[config.mk]
export PLATFORM = sky130hd
export DESIGN_NAME = ntc_front
export DESIGN_NICKNAME = d
export VERILOG_FILES = /design/src/rtl/ntc_pkg.sv /design/src/rtl/ntc_front.sv
export SDC_FILE = /design/constraint.sdc
export NUM_CORES = 1
export LEC_CHECK = 0
export BUFFER_PORTS_ARGS = -buffer_cell sky130_fd_sc_hd__buf_2
export CAP_MARGIN = 20
export CELL_PAD_IN_SITES_DETAIL_PLACEMENT = 0
export CELL_PAD_IN_SITES_GLOBAL_PLACEMENT = 1
export CORE_MARGIN = 4
export CORE_UTILIZATION = 45
export DETAILED_ROUTE_END_ITERATION = 10
export PLACE_DENSITY_LB_ADDON = 0.1
export SLEW_MARGIN = 20
export SYNTH_ARGS = -nofsm -noshare
export SYNTH_HDL_FRONTEND = slang
export SYNTH_SLANG_ARGS = --single-unit
export TNS_END_PERCENT = 20
[constraint.sdc]
create_clock -name clk_i -period 11.34 [get_ports clk_i]
set_input_delay 2.268 -clock clk_i [delete_from_list [all_inputs] [get_ports clk_i]]
set_output_delay 2.268 -clock clk_i [all_outputs]
set_load 0.03 [all_outputs]
[src/rtl/ntc_pkg.sv]
// shared constants and types for the thermistor adc to temperature block
// no dependencies
`timescale 1ns / 1ps

package ntc_pkg;

  // default converter width
  localparam int ADC_BITS_DEF = 10;

  // configuration port
  localparam int CFG_W     = 20;
  localparam int CFG_IDX_W = 2;

  localparam logic [CFG_IDX_W-1:0] REG_SERIES  = 2'd0;
  localparam logic [CFG_IDX_W-1:0] REG_NOMINAL = 2'd1;
  localparam logic [CFG_IDX_W-1:0] REG_BETA    = 2'd2;
  localparam logic [CFG_IDX_W-1:0] REG_VREF    = 2'd3;

  localparam int RES_W  = 20;
  localparam int BETA_W = 14;
  localparam int VREF_W = 14;

  localparam logic [RES_W-1:0]  SERIES_RST  = 20'd6190;
  localparam logic [RES_W-1:0]  NOMINAL_RST = 20'd49120;
  localparam logic [BETA_W-1:0] BETA_RST    = 14'd3977;
  localparam logic [VREF_W-1:0] VREF_RST    = 14'd5070;

  // node voltage scale: 3.3 v * 8.41 / 5.0 in units that keep it integer
  localparam int              VOLT_W   = 15;
  localparam logic [VOLT_W-1:0] VOLT_NUM = 15'd27753;

  // log2 format
  localparam int LOG_FRAC = 24;
  localparam int MANT_W   = 31;

  // ln2 in q32
  localparam logic [31:0] LN2_Q32 = 32'd2977044472;

  // 1/298.15 k in q40
  localparam longint unsigned INV_T0_LONG = ((64'd1 << 40) * 64'd100) / 64'd29815;
  localparam logic [31:0]     INV_T0_Q40  = 32'(INV_T0_LONG);

  // ten in q48, numerator of the kelvin reciprocal
  localparam int               KNUM_W  = 52;
  localparam logic [KNUM_W-1:0] TEN_Q48 = 52'd10 << 48;

  // 273.15 k in tenths, q8
  localparam logic [19:0] OFFSET_Q8 = 20'd699264;
  localparam logic [7:0]  ROUND_Q8  = 8'd128;

  // result fields
  localparam int TEMP_W = 12;
  localparam int NODE_W = 13;
  localparam logic signed [TEMP_W-1:0] TEMP_MIN = -12'sd99;
  localparam logic signed [TEMP_W-1:0] TEMP_MAX = 12'sd1999;

  // per word classification from the front
  typedef struct packed {
    logic oor;   // zero, infinite or negative resistance
    logic skip;  // zero beta
  } ntc_flags_t;

endpackage

[src/rtl/ntc_front.sv]
// front: accepts adc words, forms divider numerator and denominator, classifies
// depends on ntc_pkg
`timescale 1ns / 1ps

module ntc_front #(
  parameter int ADC_BITS = ntc_pkg::ADC_BITS_DEF
) (
  input  logic                          clk_i,
  input  logic                          rst_ni,
  input  logic                          valid_i,
  input  logic [ADC_BITS-1:0]           code_i,
  output logic                          ready_o,
  input  logic [ntc_pkg::RES_W-1:0]     rs_i,
  input  logic [ntc_pkg::RES_W-1:0]     r0_i,
  input  logic [ntc_pkg::BETA_W-1:0]    beta_i,
  input  logic [ntc_pkg::VREF_W-1:0]    vref_i,
  output logic                          push_o,
  input  logic                          full_i,
  output logic [ntc_pkg::VOLT_W+2*ADC_BITS+17+2-1:0] item_o
);

  localparam int ADC_MAX = (1 << ADC_BITS) - 1;
  localparam int NUM_W   = ntc_pkg::VOLT_W + ADC_BITS;
  localparam int FULL_W  = ADC_BITS + 17;
  localparam int DV_W    = ADC_BITS + 3;
  localparam logic [DV_W-1:0] FIVE_MAX = DV_W'(5 * ADC_MAX);

  typedef logic ntc_flags_chk_t;

  logic                vld_q;
  logic [ADC_BITS-1:0] code_q;
  logic [NUM_W-1:0]    num;
  logic [FULL_W-1:0]   full, den;
  ntc_flags_chk_t      unused_chk;
  ntc_pkg::ntc_flags_t flags;

  assign unused_chk = 1'b0;

  assign ready_o = !vld_q || !full_i;
  assign push_o  = vld_q && !full_i;

  always_comb begin
    num  = NUM_W'(code_q) * NUM_W'(ntc_pkg::VOLT_NUM);
    full = FULL_W'(FIVE_MAX) * FULL_W'(vref_i);
    den  = full - FULL_W'(num);
    flags.oor  = (num == '0) || (rs_i == '0) || (full <= FULL_W'(num)) || (r0_i == '0);
    flags.skip = (beta_i == '0) || unused_chk;
  end

  assign item_o = {num, den, flags};

  always_ff @(posedge clk_i or negedge rst_ni) begin
    if (!rst_ni) begin
      vld_q <= 1'b0;
    end else if (ready_o) begin
      vld_q <= valid_i;
    end
  end

  always_ff @(posedge clk_i) begin
    if (ready_o && valid_i) code_q <= code_i;
  end

endmodule

==> results.sh <==
export IMPL_diodes=0
export IMPL_fill_cells=1810
export IMPL_synth_mux_area_frac=0
export IMPL_synth_edff_count=10
export IMPL_crit_start="vref_i[8]"
export IMPL_drt_initial_drc_count=270
export IMPL_hold_path_startpoint="vld_q"
export IMPL_grt_pass1_wl_mm=34.7
export IMPL_fin_skew_ns=0.00471
export IMPL_synth_compound_area_frac=0.135
export IMPL_place_area_um2=9430
export IMPL_cts_root_buf="clkbuf_16"
export IMPL_die_w_um=145
export IMPL_gr_total_overflow=0
export IMPL_synth_most_common_cell="inv_1"
export IMPL_synth_seq_area_share=0.0384
export IMPL_dieArea_um2=21100
export IMPL_synth_xor_area_share=0.0609
export IMPL_end_kind="output pin"
export IMPL_nets=1517
export IMPL_start_util=0.464
export IMPL_tightest_slew_ns=0.577
export IMPL_route_detailed_drc=0
export IMPL_ys_flop_type="edfxtp_1"
export IMPL_clk_pin_slew_worst_paths_ns=0.04
export IMPL_synth_simple_area_share=0.0940
export IMPL_drv_slew=0
export IMPL_cts_sinks=11
export IMPL_io_pins=138
export IMPL_cp_data_arrival_time_ns=8.85
export IMPL_synthCells=990
export IMPL_postSynthAreaPerCell_um2=8.57
export IMPL_routedWlPerCell_um=15.3
export IMPL_synthAdderAreaFrac=0.544
export IMPL_grt_max_degree=11
export IMPL_worst_path_max_fanout=6
export IMPL_clock_fmax_mhz=89.9
export IMPL_cp_required_ns=9.07
export IMPL_critPathMostFrequentCell="fa_1"
export IMPL_clockBufferDepth=2
export IMPL_gp_routability_congestion=0.874
export IMPL_yosys_top_cells_area="ha_1, fa_1, inv_1"
export IMPL_ys_ff_latch=11
export IMPL_core_um2=18300
export IMPL_dp_hpwl_mm=18.8
export IMPL_row_count=49
export IMPL_startpoint_type="primary input"
export IMPL_synth_cell_types=55
export IMPL_slowest_stage="fa_2"
export IMPL_io_buffers=137
export IMPL_yosysTopAreaCellShare=0.277
export IMPL_htree_levels=1
export IMPL_whs_ns=0.523
export IMPL_synth_fp_nets=1373
export IMPL_setup_viol=0
export IMPL_clk_latency_ns=0.24
export IMPL_grt_usage=0.197
export IMPL_synth_largest_area_cell="ha_1"
export IMPL_cts_buffers=3
export IMPL_cts_tree="done"
export IMPL_final_area_um2=9720
export IMPL_fin_crit_sh=0.980
export IMPL_ant_nets=0
export IMPL_holdCritPathClass="reg2reg"
export IMPL_ys_async_sr_fraction=0.0909
export IMPL_viasPerCell=5.18
export IMPL_hold_viol_final=0
export IMPL_min_period_ns=11.12
export IMPL_route_vias_total=7049
export IMPL_final_util=0.532
export IMPL_status="complete, no violations"
export IMPL_dr_pass1_iters=7
export IMPL_synthTopCellsByCount="inv_1, ha_1, fa_1, a21oi_1, xnor2_1"
export IMPL_synth_top_family_by_area="adder cells"
export IMPL_yosys_warnings=0
export IMPL_slew_headroom=0.614
export IMPL_wirelength_mm=20.9
export IMPL_fin_cells=1362
export IMPL_die_h_um=145
export IMPL_grt_pass1_vias=6989
export IMPL_synthesis_area_um2=8480
export IMPL_cts_hold_buf=0
export IMPL_syn_to_final_growth_pct=14.7
export IMPL_drive_gt1_frac=0.168
export IMPL_critPathMaxStageDelay_ns=0.58
export IMPL_antenna_found_initial=0
export IMPL_worstSetupPathType="in2out"
export IMPL_reg2reg_from="vld_q"
export IMPL_drv_cap=0
export IMPL_dp_cells=1349
-- path summary, 6_finish.rpt --
kind	endpoint	slack [ns]	depth (start not counted)
hold reg to reg	vld_q	0.52	2
setup reg to reg	code_q[1]	10.08	2
setup / recovery	item_o[1]	0.22	27
hold / removal	vld_q	0.52	2
min in group asynchronous	vld_q	1.79	1
max in group asynchronous	vld_q	9.46	1
-- routing by layer --
layer,track usage,wire (µm)
met5,0,0
met4,0.00855,44
met3,0.0331,1130
met2,0.302,8870
met1,0.305,10900
-- final cells by class --
type	instances	area, µm²	area share
multi-input combinational	697	7220	0.742
inverter	270	1020	0.105
timing repair buffer	151	796	0.0818
sequential	11	325	0.0335
tap	229	287	0.0295
clock buffer	4	78.8	0.00811
-- worst max-delay path: cells and delay by family --
kind                       cells  cell delay, ns
adders and majority gates      7            3.33
AOI/OAI and AO/OA             10            1.78
and+or+nand+nor                3            0.65
buffers and inverters          6            0.69
xor gates and xnor gates       1            0.11
-- timing repair --
item,CTS,global route
setup endpoints to repair,2,7
gates cloned,0,0
gates resized for setup,1,34
pin swaps,0,10
buffers inserted,0,9
-- state kept, by name, indices dropped and copies added, names as in the netlist --
name	cells
code_q	10
vld_q	1
-- through the flow --
| stage | setup TNS (ns) | setup WS, ns |
|---|---|---|
| 2_1_floorplan | 0 | 0.469 |
| 3_3_place_gp | -0.0107 | -0.0107 |
| 3_5_place_dp | -0.0758 | -0.0471 |
| 4_1_cts | -0.0658 | -0.0658 |
| 5_1_grt | -0.117 | -0.0667 |
| 6_report | 0 | 0.222 |
-- logic make-up (layout without fill, tap and decap cells) --
group,count (synthesis),in the layout
buffers and inverters,282,425
flip-flops,11,11
AO/OA/AOI/OAI,179,179
XOR/XNOR,59,59
AND/OR/NAND/NOR,158,158
adder cells (fa/ha/maj),301,301
-- layout by cell type, fill, tap and decap left out, types with 4 or more instances in the layout --
master	count
nor3_1	13
and2_1	4
ha_1	182
o21bai_1	9
buf_2	135
a21oi_2	6
nand2b_1	6
xnor2_1	39
nand2_1	32
a211oi_1	8
nor2b_1	7
xor2_1	20
o21a_1	9
o31ai_1	4
inv_1	267
fa_1	110
nor4_1	18
edfxtp_1	10
a21boi_0	4
nor2_1	31
buf_4	15
a21o_1	17
o211ai_1	6
nand4_1	10
a21oi_1	53
nand3_1	19
ha_2	4
and3_1	5
o21ai_0	32
Power is left out: the tool's default activity adds up to more than one toggle a clock period on the data nets, which glitch-free logic cannot reach.
