$ cat config.mk
export PLATFORM = sky130hd
export DESIGN_NAME = ntc_fifo
export DESIGN_NICKNAME = d
export VERILOG_FILES = /design/src/rtl/ntc_fifo.sv
export SDC_FILE = /design/constraint.sdc
export NUM_CORES = 1
export LEC_CHECK = 0
export BUFFER_PORTS_ARGS = -buffer_cell sky130_fd_sc_hd__buf_2
export CORE_MARGIN = 2
export CORE_UTILIZATION = 40
export CTS_CLUSTER_SIZE = 40
export DETAILED_ROUTE_END_ITERATION = 8
export PLACE_DENSITY_LB_ADDON = 0.12
export SYNTH_ARGS = -nofsm -noshare
export SYNTH_HDL_FRONTEND = slang
export SYNTH_SLANG_ARGS = --single-unit
$ cat constraint.sdc
create_clock -name clk_i -period 2.35 [get_ports clk_i]
set_input_delay 0 -clock clk_i [delete_from_list [all_inputs] [get_ports clk_i]]
set_output_delay 0 -clock clk_i [all_outputs]
set_load 0.02 [all_outputs]
$ cat src/rtl/ntc_fifo.sv
// two entry queue between front and back
// generic width, no package use
`timescale 1ns / 1ps

module ntc_fifo #(
  parameter int W = 8
) (
  input  logic         clk_i,
  input  logic         rst_ni,
  input  logic         push_i,
  input  logic [W-1:0] data_i,
  output logic         full_o,
  input  logic         pop_i,
  output logic         valid_o,
  output logic [W-1:0] data_o
);

  logic [W-1:0] mem_q [0:1];
  logic         wp_q, rp_q;
  logic [1:0]   cnt_q, cnt_d;

  assign full_o  = (cnt_q == 2'd2);
  assign valid_o = (cnt_q != 2'd0);
  assign data_o  = mem_q[rp_q];

  always_comb begin
    cnt_d = cnt_q + 2'(push_i) - 2'(pop_i);
  end

  always_ff @(posedge clk_i or negedge rst_ni) begin
    if (!rst_ni) begin
      wp_q  <= 1'b0;
      rp_q  <= 1'b0;
      cnt_q <= 2'd0;
    end else begin
      if (push_i) wp_q <= ~wp_q;
      if (pop_i)  rp_q <= ~rp_q;
      cnt_q <= cnt_d;
    end
  end

  always_ff @(posedge clk_i) begin
    if (push_i) mem_q[wp_q] <= data_i;
  end

endmodule

==> results of run 1 <==
==> per-layer routing <==
layer,track usage,vias up
met2,0.194,10
met5,0,-
met1,0.101,207
met3,0.0184,2
met4,0.0667,0
li1,-,215
==> logic make-up (layout without fill, tap and decap cells) <==
kind of cell  after synthesis  count (layout)
flops                      20              20
mux                         8               8
simple gates                4               4
xor+xnor                    3               3
buf+inv                     3              38
fa+ha+maj                   2               2
==> synthesized netlist by cell type <==
cell type | count | area, um^2
edfxtp_1 | 16 | 480
mux2_4 | 8 | 120
dfrtp_1 | 4 | 100
ha_1 | 2 | 25.0
inv_1 | 2 | 7.51
nor2b_1 | 2 | 12.5
xor2_1 | 2 | 17.5
and2_1 | 1 | 6.26
buf_6 | 1 | 11.3
or2_2 | 1 | 6.26
xor3_1 | 1 | 23.8
==> worst max-delay path by stage <==
stage / to / slack [ps] / cells past startpoint
floorplan: mem_q[0][0] / 1190 / 1
global placement: mem_q[0][6] / 1090 / 1
detailed placement: mem_q[0][0] / 1020 / 1
CTS: data_o[5] / 860 / 2
global route: data_o[5] / 830 / 2
finish: data_o[5] / 890 / 2
==> cell type report <==
cell class | count | share of cell area
Multi-Input combinational cell | 17 | 0.192
Clock inverter | 1 | 0.0273
Inverter | 2 | 0.00682
Tap cell | 27 | 0.0307
Timing Repair Buffer | 32 | 0.195
Sequential cell | 20 | 0.527
Clock buffer | 3 | 0.0205
==> flip-flops by register name, summed over array words and instances (netlist names) <==
signal  cells
wp_q        1
mem_q      16
cnt_q       2
rp_q        1
==> metrics by stage <==
step	instances	hold WS, ps	instance area, um^2	setup WS (ps)
2_1_floorplan	40	-296	811	1190
3_3_place_gp	87	-187	938	1090
3_5_place_dp	87	-186	938	1020
4_1_cts	102	17.7	1100	862
5_1_grt	102	46.3	1100	825
6_report	102	32.0	1100	892
==> power groups by stage <==
| stage | clock network, mW | registers (mW) | logic, mW |
|---|---|---|---|
| 2_1_floorplan | 0 | 0.518 | 0.364 |
| 3_3_place_gp | 0 | 0.561 | 0.409 |
| 3_5_place_dp | 0 | 0.563 | 0.415 |
| 4_1_cts | 0.279 | 0.554 | 0.430 |
| 5_1_grt | 0.295 | 0.563 | 0.454 |
| 6_report | 0.271 | 0.552 | 0.423 |
==> placed cells by master, fill, tap and decap left out <==
| cell | count |
|---|---|
| and2_1 | 1 |
| buf_2 | 21 |
| bufinv_16 | 1 |
| clkbuf_4 | 3 |
| dfrtp_1 | 4 |
| dlygate4sd3_1 | 11 |
| edfxtp_1 | 16 |
| ha_1 | 2 |
| inv_1 | 2 |
| mux2_4 | 8 |
| nor2b_1 | 2 |
| or2_2 | 1 |
| xor2_1 | 2 |
| xor3_1 | 1 |
==> impl_metrics.yaml, run 1 <==
die:
  rows: 16
  initial_core_util: 0.418
  die_y_um: 49.0
  coreArea_um2: 1940
  die_area_um2: 2400
  io_pins: 22
  die_w_um: 49.0
power_and_ir_drop:
  powerDensity_nw_per_um2: 1130
  p_seq_frac: 0.443
  power_switching_uw: 364
  power.internal_uw: 882
  comb_power_share: 0.340
  clkPwrFrac: 0.217
  power_leakage_nw: 0.478
  switching_share: 0.292
  total_power_mw: 1.25
  ir_drop_v: 0.000820
clocking:
  clk_path_buf_depth: 2
  cts_sinks: 20
  htree_num_levels: 1
  root_buffer: "clkbuf_4"
  clk_pin_slew_ps: 100
  tritoncts: "built"
  cts-hold-fix-buffers: 11
  cts_setup_buffers: 0
  post_cts_resized: 0
  clk_latency_ps: 290
  numCtsBuffers: 3
synthesis:
  synth-xor-area-share: 0.0509
  syn_area_um2: 811
  yosysWarnings: 0
  synthAdderAreaFrac: 0.0309
  synth_fp_nets: 54
  synth.distinct_cells: 11
  syn_avg_cell_area_um2: 20.3
  syn_inst: 40
  synth.ff_latch_count: 20
  synth-compound-area-share: 0
  seq_area_frac_synth: 0.716
  yosys.area_share.simple: 0.0309
  synth_mux_area_frac: 0.148
  synth_top_family_by_area: "multiplexers"
setup_path:
  cpMaxStageDelayCell: "dfrtp_1"
  r2r-end: "mem_q[0][1]"
  path_class: "flop to output pin"
  crit_start: "rp_q"
  crit_buf_inv: 1
  crit_path_max_incr_delay_ps: 670
  cp_top_family: "flip-flops"
  critical_path_arrival_ps: 1460
  critical_path_required_ps: 2350
  endpoint_kind: "output pin"
  crit_fanout: 9
  r2r-start: "wp_q"
  crit_path_start_kind: "flop"
  r2r_slack_ps: 1020
  path_cells: "mux2_4 > buf_2"
  reg2regPathDepth: 1
route:
  first_pass_iters: 2
  maxUsedRoutingLayer: "met4"
  drc: 0
  routed_wl_um: 1140
  drt_iter0_markers: 1
  wl_met1_um: 438
  wl_per_cell_um: 11.2
  dr_wl_met2_um: 656
  wl_met3_um: 41
  num_vias: 434
  vias_per_cell: 4.25
  ant_nets: 0
sta:
  rsz0062_at_grt: "no"
  hold_violations: 0
  max_freq_mhz: 686
  finalSetupViolCount: 0
  drv_slew: 0
  post-route-period-util: 0.621
  min_period_ps: 1460
  relSlewSlack: 0.528
  worst_slew_pin_slew_ps: 707
  clock_skew_ps: 3.63
  finalSetupTns_ps: 0
layout:
  seq_area_um2: 581
  fillers: 169
  final_layout_size_suffix_gt1_frac: 0.453
  multi_input_area_um2: 211
  diodes: 0
  synthToLayoutAreaGrowth_pct: 35.8
  final_core_util: 0.567
  final_nets: 90
placement:
  port_buffers: 21
  globalplace.congestion: 0.626
  dp_hpwl_um: 760
grt:
  track_usage: 0.102
  grt.overflow.total: 0
  grt_pass1_vias: 429
  antenna_found_initial: 0
  grt_max_degree: 13
  grt_pass1_wl_um: 1780
job:
  maxCapViolations: 0
hold_path:
  worstHoldPathType: "input port to async pin"
outcome:
  status: "finished, final reports clean"
Power figures use the tool's default switching activity.
==> run 2: changes to the inputs <==
- clock period: 2.35 -> 1.3 ns (I/O delays scaled with it)
==> run 2 against run 1 <==
  * Setup slack lost 880 ps
  * Critical path depth grew 1
  * Non-clock buffer count grew 5
  * Clock power grew 6%
  * Largest power group is now combinational logic
  * Critical path type unchanged
  * Cell count grew 4.9%
  * Sequential share of layout area shrank 3.0 points
  * Count of clock-buffer cells in the layout grew 1
  * Via count grew 3.7%
==> impl_metrics.yaml, run 2 (synthesized netlist as in run 1, its figures left out) <==
clocking:
  clk_pin_slew_ps: 100
  root_buffer: "clkbuf_4"
  numCtsBuffers: 3
  tritoncts: "built"
  clk_path_buf_depth: 2
  clk_latency_ps: 280
  cts_sinks: 20
  htree_num_levels: 1
route:
  wl_per_cell_um: 10.9
  drt_iter0_markers: 0
  ant_nets: 0
  first_pass_iters: 1
  num_vias: 450
  routed_wl_um: 1160
  drc: 0
  vias_per_cell: 4.21
layout:
  stdcell_area_um2: 1170
  seq_area_um2: 582
  largestRegisters: "mem_q (16), cnt_q (2)"
  fillers: 157
  final_cell_mix: "edfxtp_1 (16), buf_2 (13), dlygate4sd3_1 (11)"
  diodes: 0
  layout_commonest_cell: "edfxtp_1"
  multi_input_area_um2: 211
  largest_register_ff_count: 16
  largest_register: "mem_q"
  final_layout_size_suffix_gt1_frac: 0.488
  synthToLayoutAreaGrowth_pct: 44.4
  final_nets: 95
  stdcell_count: 107
die:
  coreArea_um2: 1940
  initial_core_util: 0.418
  die_w_um: 49.0
  die_y_um: 49.0
  rows: 16
  die_area_um2: 2400
  io_pins: 22
placement:
  globalplace.congestion: 0.596
  placed_area_um2: 953
  preCtsSetupSlack_ps: 127
  port_buffers: 21
  dp.cells: 89
setup_path:
  crit_buf_inv: 2
  crit_fanout: 5
  cpMaxStageDelayCell: "dfrtp_2"
  path_cells: "buf_6 > mux2_4 > buf_6"
  crit_path_start_kind: "flop"
  path_class: "flop to output pin"
  critical_path_required_ps: 1300
  r2r-end: "cnt_q[1]"
  endpoint_kind: "output pin"
  r2r-start: "cnt_q[0]"
  cp_common_cell: "buf_6"
  r2r_slack_ps: 120
  crit_path_max_incr_delay_ps: 430
  cp_top_family: "flip-flops"
  reg2regPathDepth: 5
  critical_path_arrival_ps: 1290
sta:
  finalSetupTns_ps: 0
  drv_slew: 0
  finalSetupViolCount: 0
  hold_violations: 0
  min_period_ps: 1290
  relSlewSlack: 0.744
  worst_slew_pin_slew_ps: 384
  hold_slack_ps: 43.4
  max_freq_mhz: 778
  post-route-period-util: 0.989
  clock_skew_ps: 1.86
  rsz0062_at_grt: "yes"
  worst_slack_ps: 14.0
grt:
  grt_max_degree: 12
  grt_use_met2: 0.194
  grt_busiest_layer: "met2"
  antenna_found_initial: 0
  grt.overflow.total: 0
  grt_pass1_wl_um: 1870
  track_usage: 0.103
  use_met1: 0.111
  grt_pass1_vias: 447
  grtUsageMet3: 0.0215
outcome:
  status: "finished, final reports clean"
hold_path:
  worstHoldPathType: "input port to async pin"
power_and_ir_drop:
  ir_drop_v: 0.00113
  power_leakage_nw: 0.509
  powerDensity_nw_per_um2: 1980
job:
  maxCapViolations: 0
run 2: cell types whose count changed in the layout (fill, tap and decap cells not counted), sizes merged:
cell,before,now
buf,21,26
bufinv,1,0
clkbuf,3,4
run 2: layout make-up:
cell class                 instances  share of cell area
tap                               27              0.0288
inverter                           2             0.00641
multi-input combinational         17               0.181
timing repair buffer              37               0.265
clock buffer                       4              0.0224
sequential                        20               0.497
run 2: routing by layer:
layer / share of wire / up-vias
met5: 0 / -
met4: 0.0043 / 0
met3: 0.030 / 2
met2: 0.58 / 10
met1: 0.39 / 210
li1: - / 228
run 2: worst max-delay path by stage:
stage          startpoint           to  slack, ps  cells after the start
3_5_place_dp     cnt_q[0]     cnt_q[1]        130                      5
5_1_grt              rp_q    data_o[3]        -20                      3
2_1_floorplan        wp_q  mem_q[0][0]        140                      1
3_3_place_gp     cnt_q[0]     cnt_q[1]        120                      5
6_report             rp_q    data_o[3]         10                      3
4_1_cts              rp_q    data_o[3]        -20                      3
run 2: per-stage QoR:
stage | total power [mW] | utilization
5_1_grt | 2.44 | 0.603
2_1_floorplan | 1.60 | -
3_5_place_dp | 1.79 | 0.491
3_3_place_gp | 1.78 | 0.491
6_report | 2.32 | 0.603
4_1_cts | 2.14 | 0.568
run 2: where the power goes:
| part | total [mW] | switching, mW | internal (mW) | leakage (nW) |
|---|---|---|---|---|
| logic | 1.09 | 0.461 | 0.628 | 0.298 |
| clock network | 0.287 | 0.168 | 0.119 | 0.0150 |
| registers | 0.945 | 0.0703 | 0.875 | 0.196 |
run 2: what timing repair did:
| item | in CTS | in global routing |
|---|---|---|
| resized for setup | 1 | 20 |
| endpoints found under the setup margin | 8 | 8 |
| setup buffers | 2 | 1 |
| endpoints found under the hold margin | 23 | 0 |
| hold buffers | 11 | 0 |
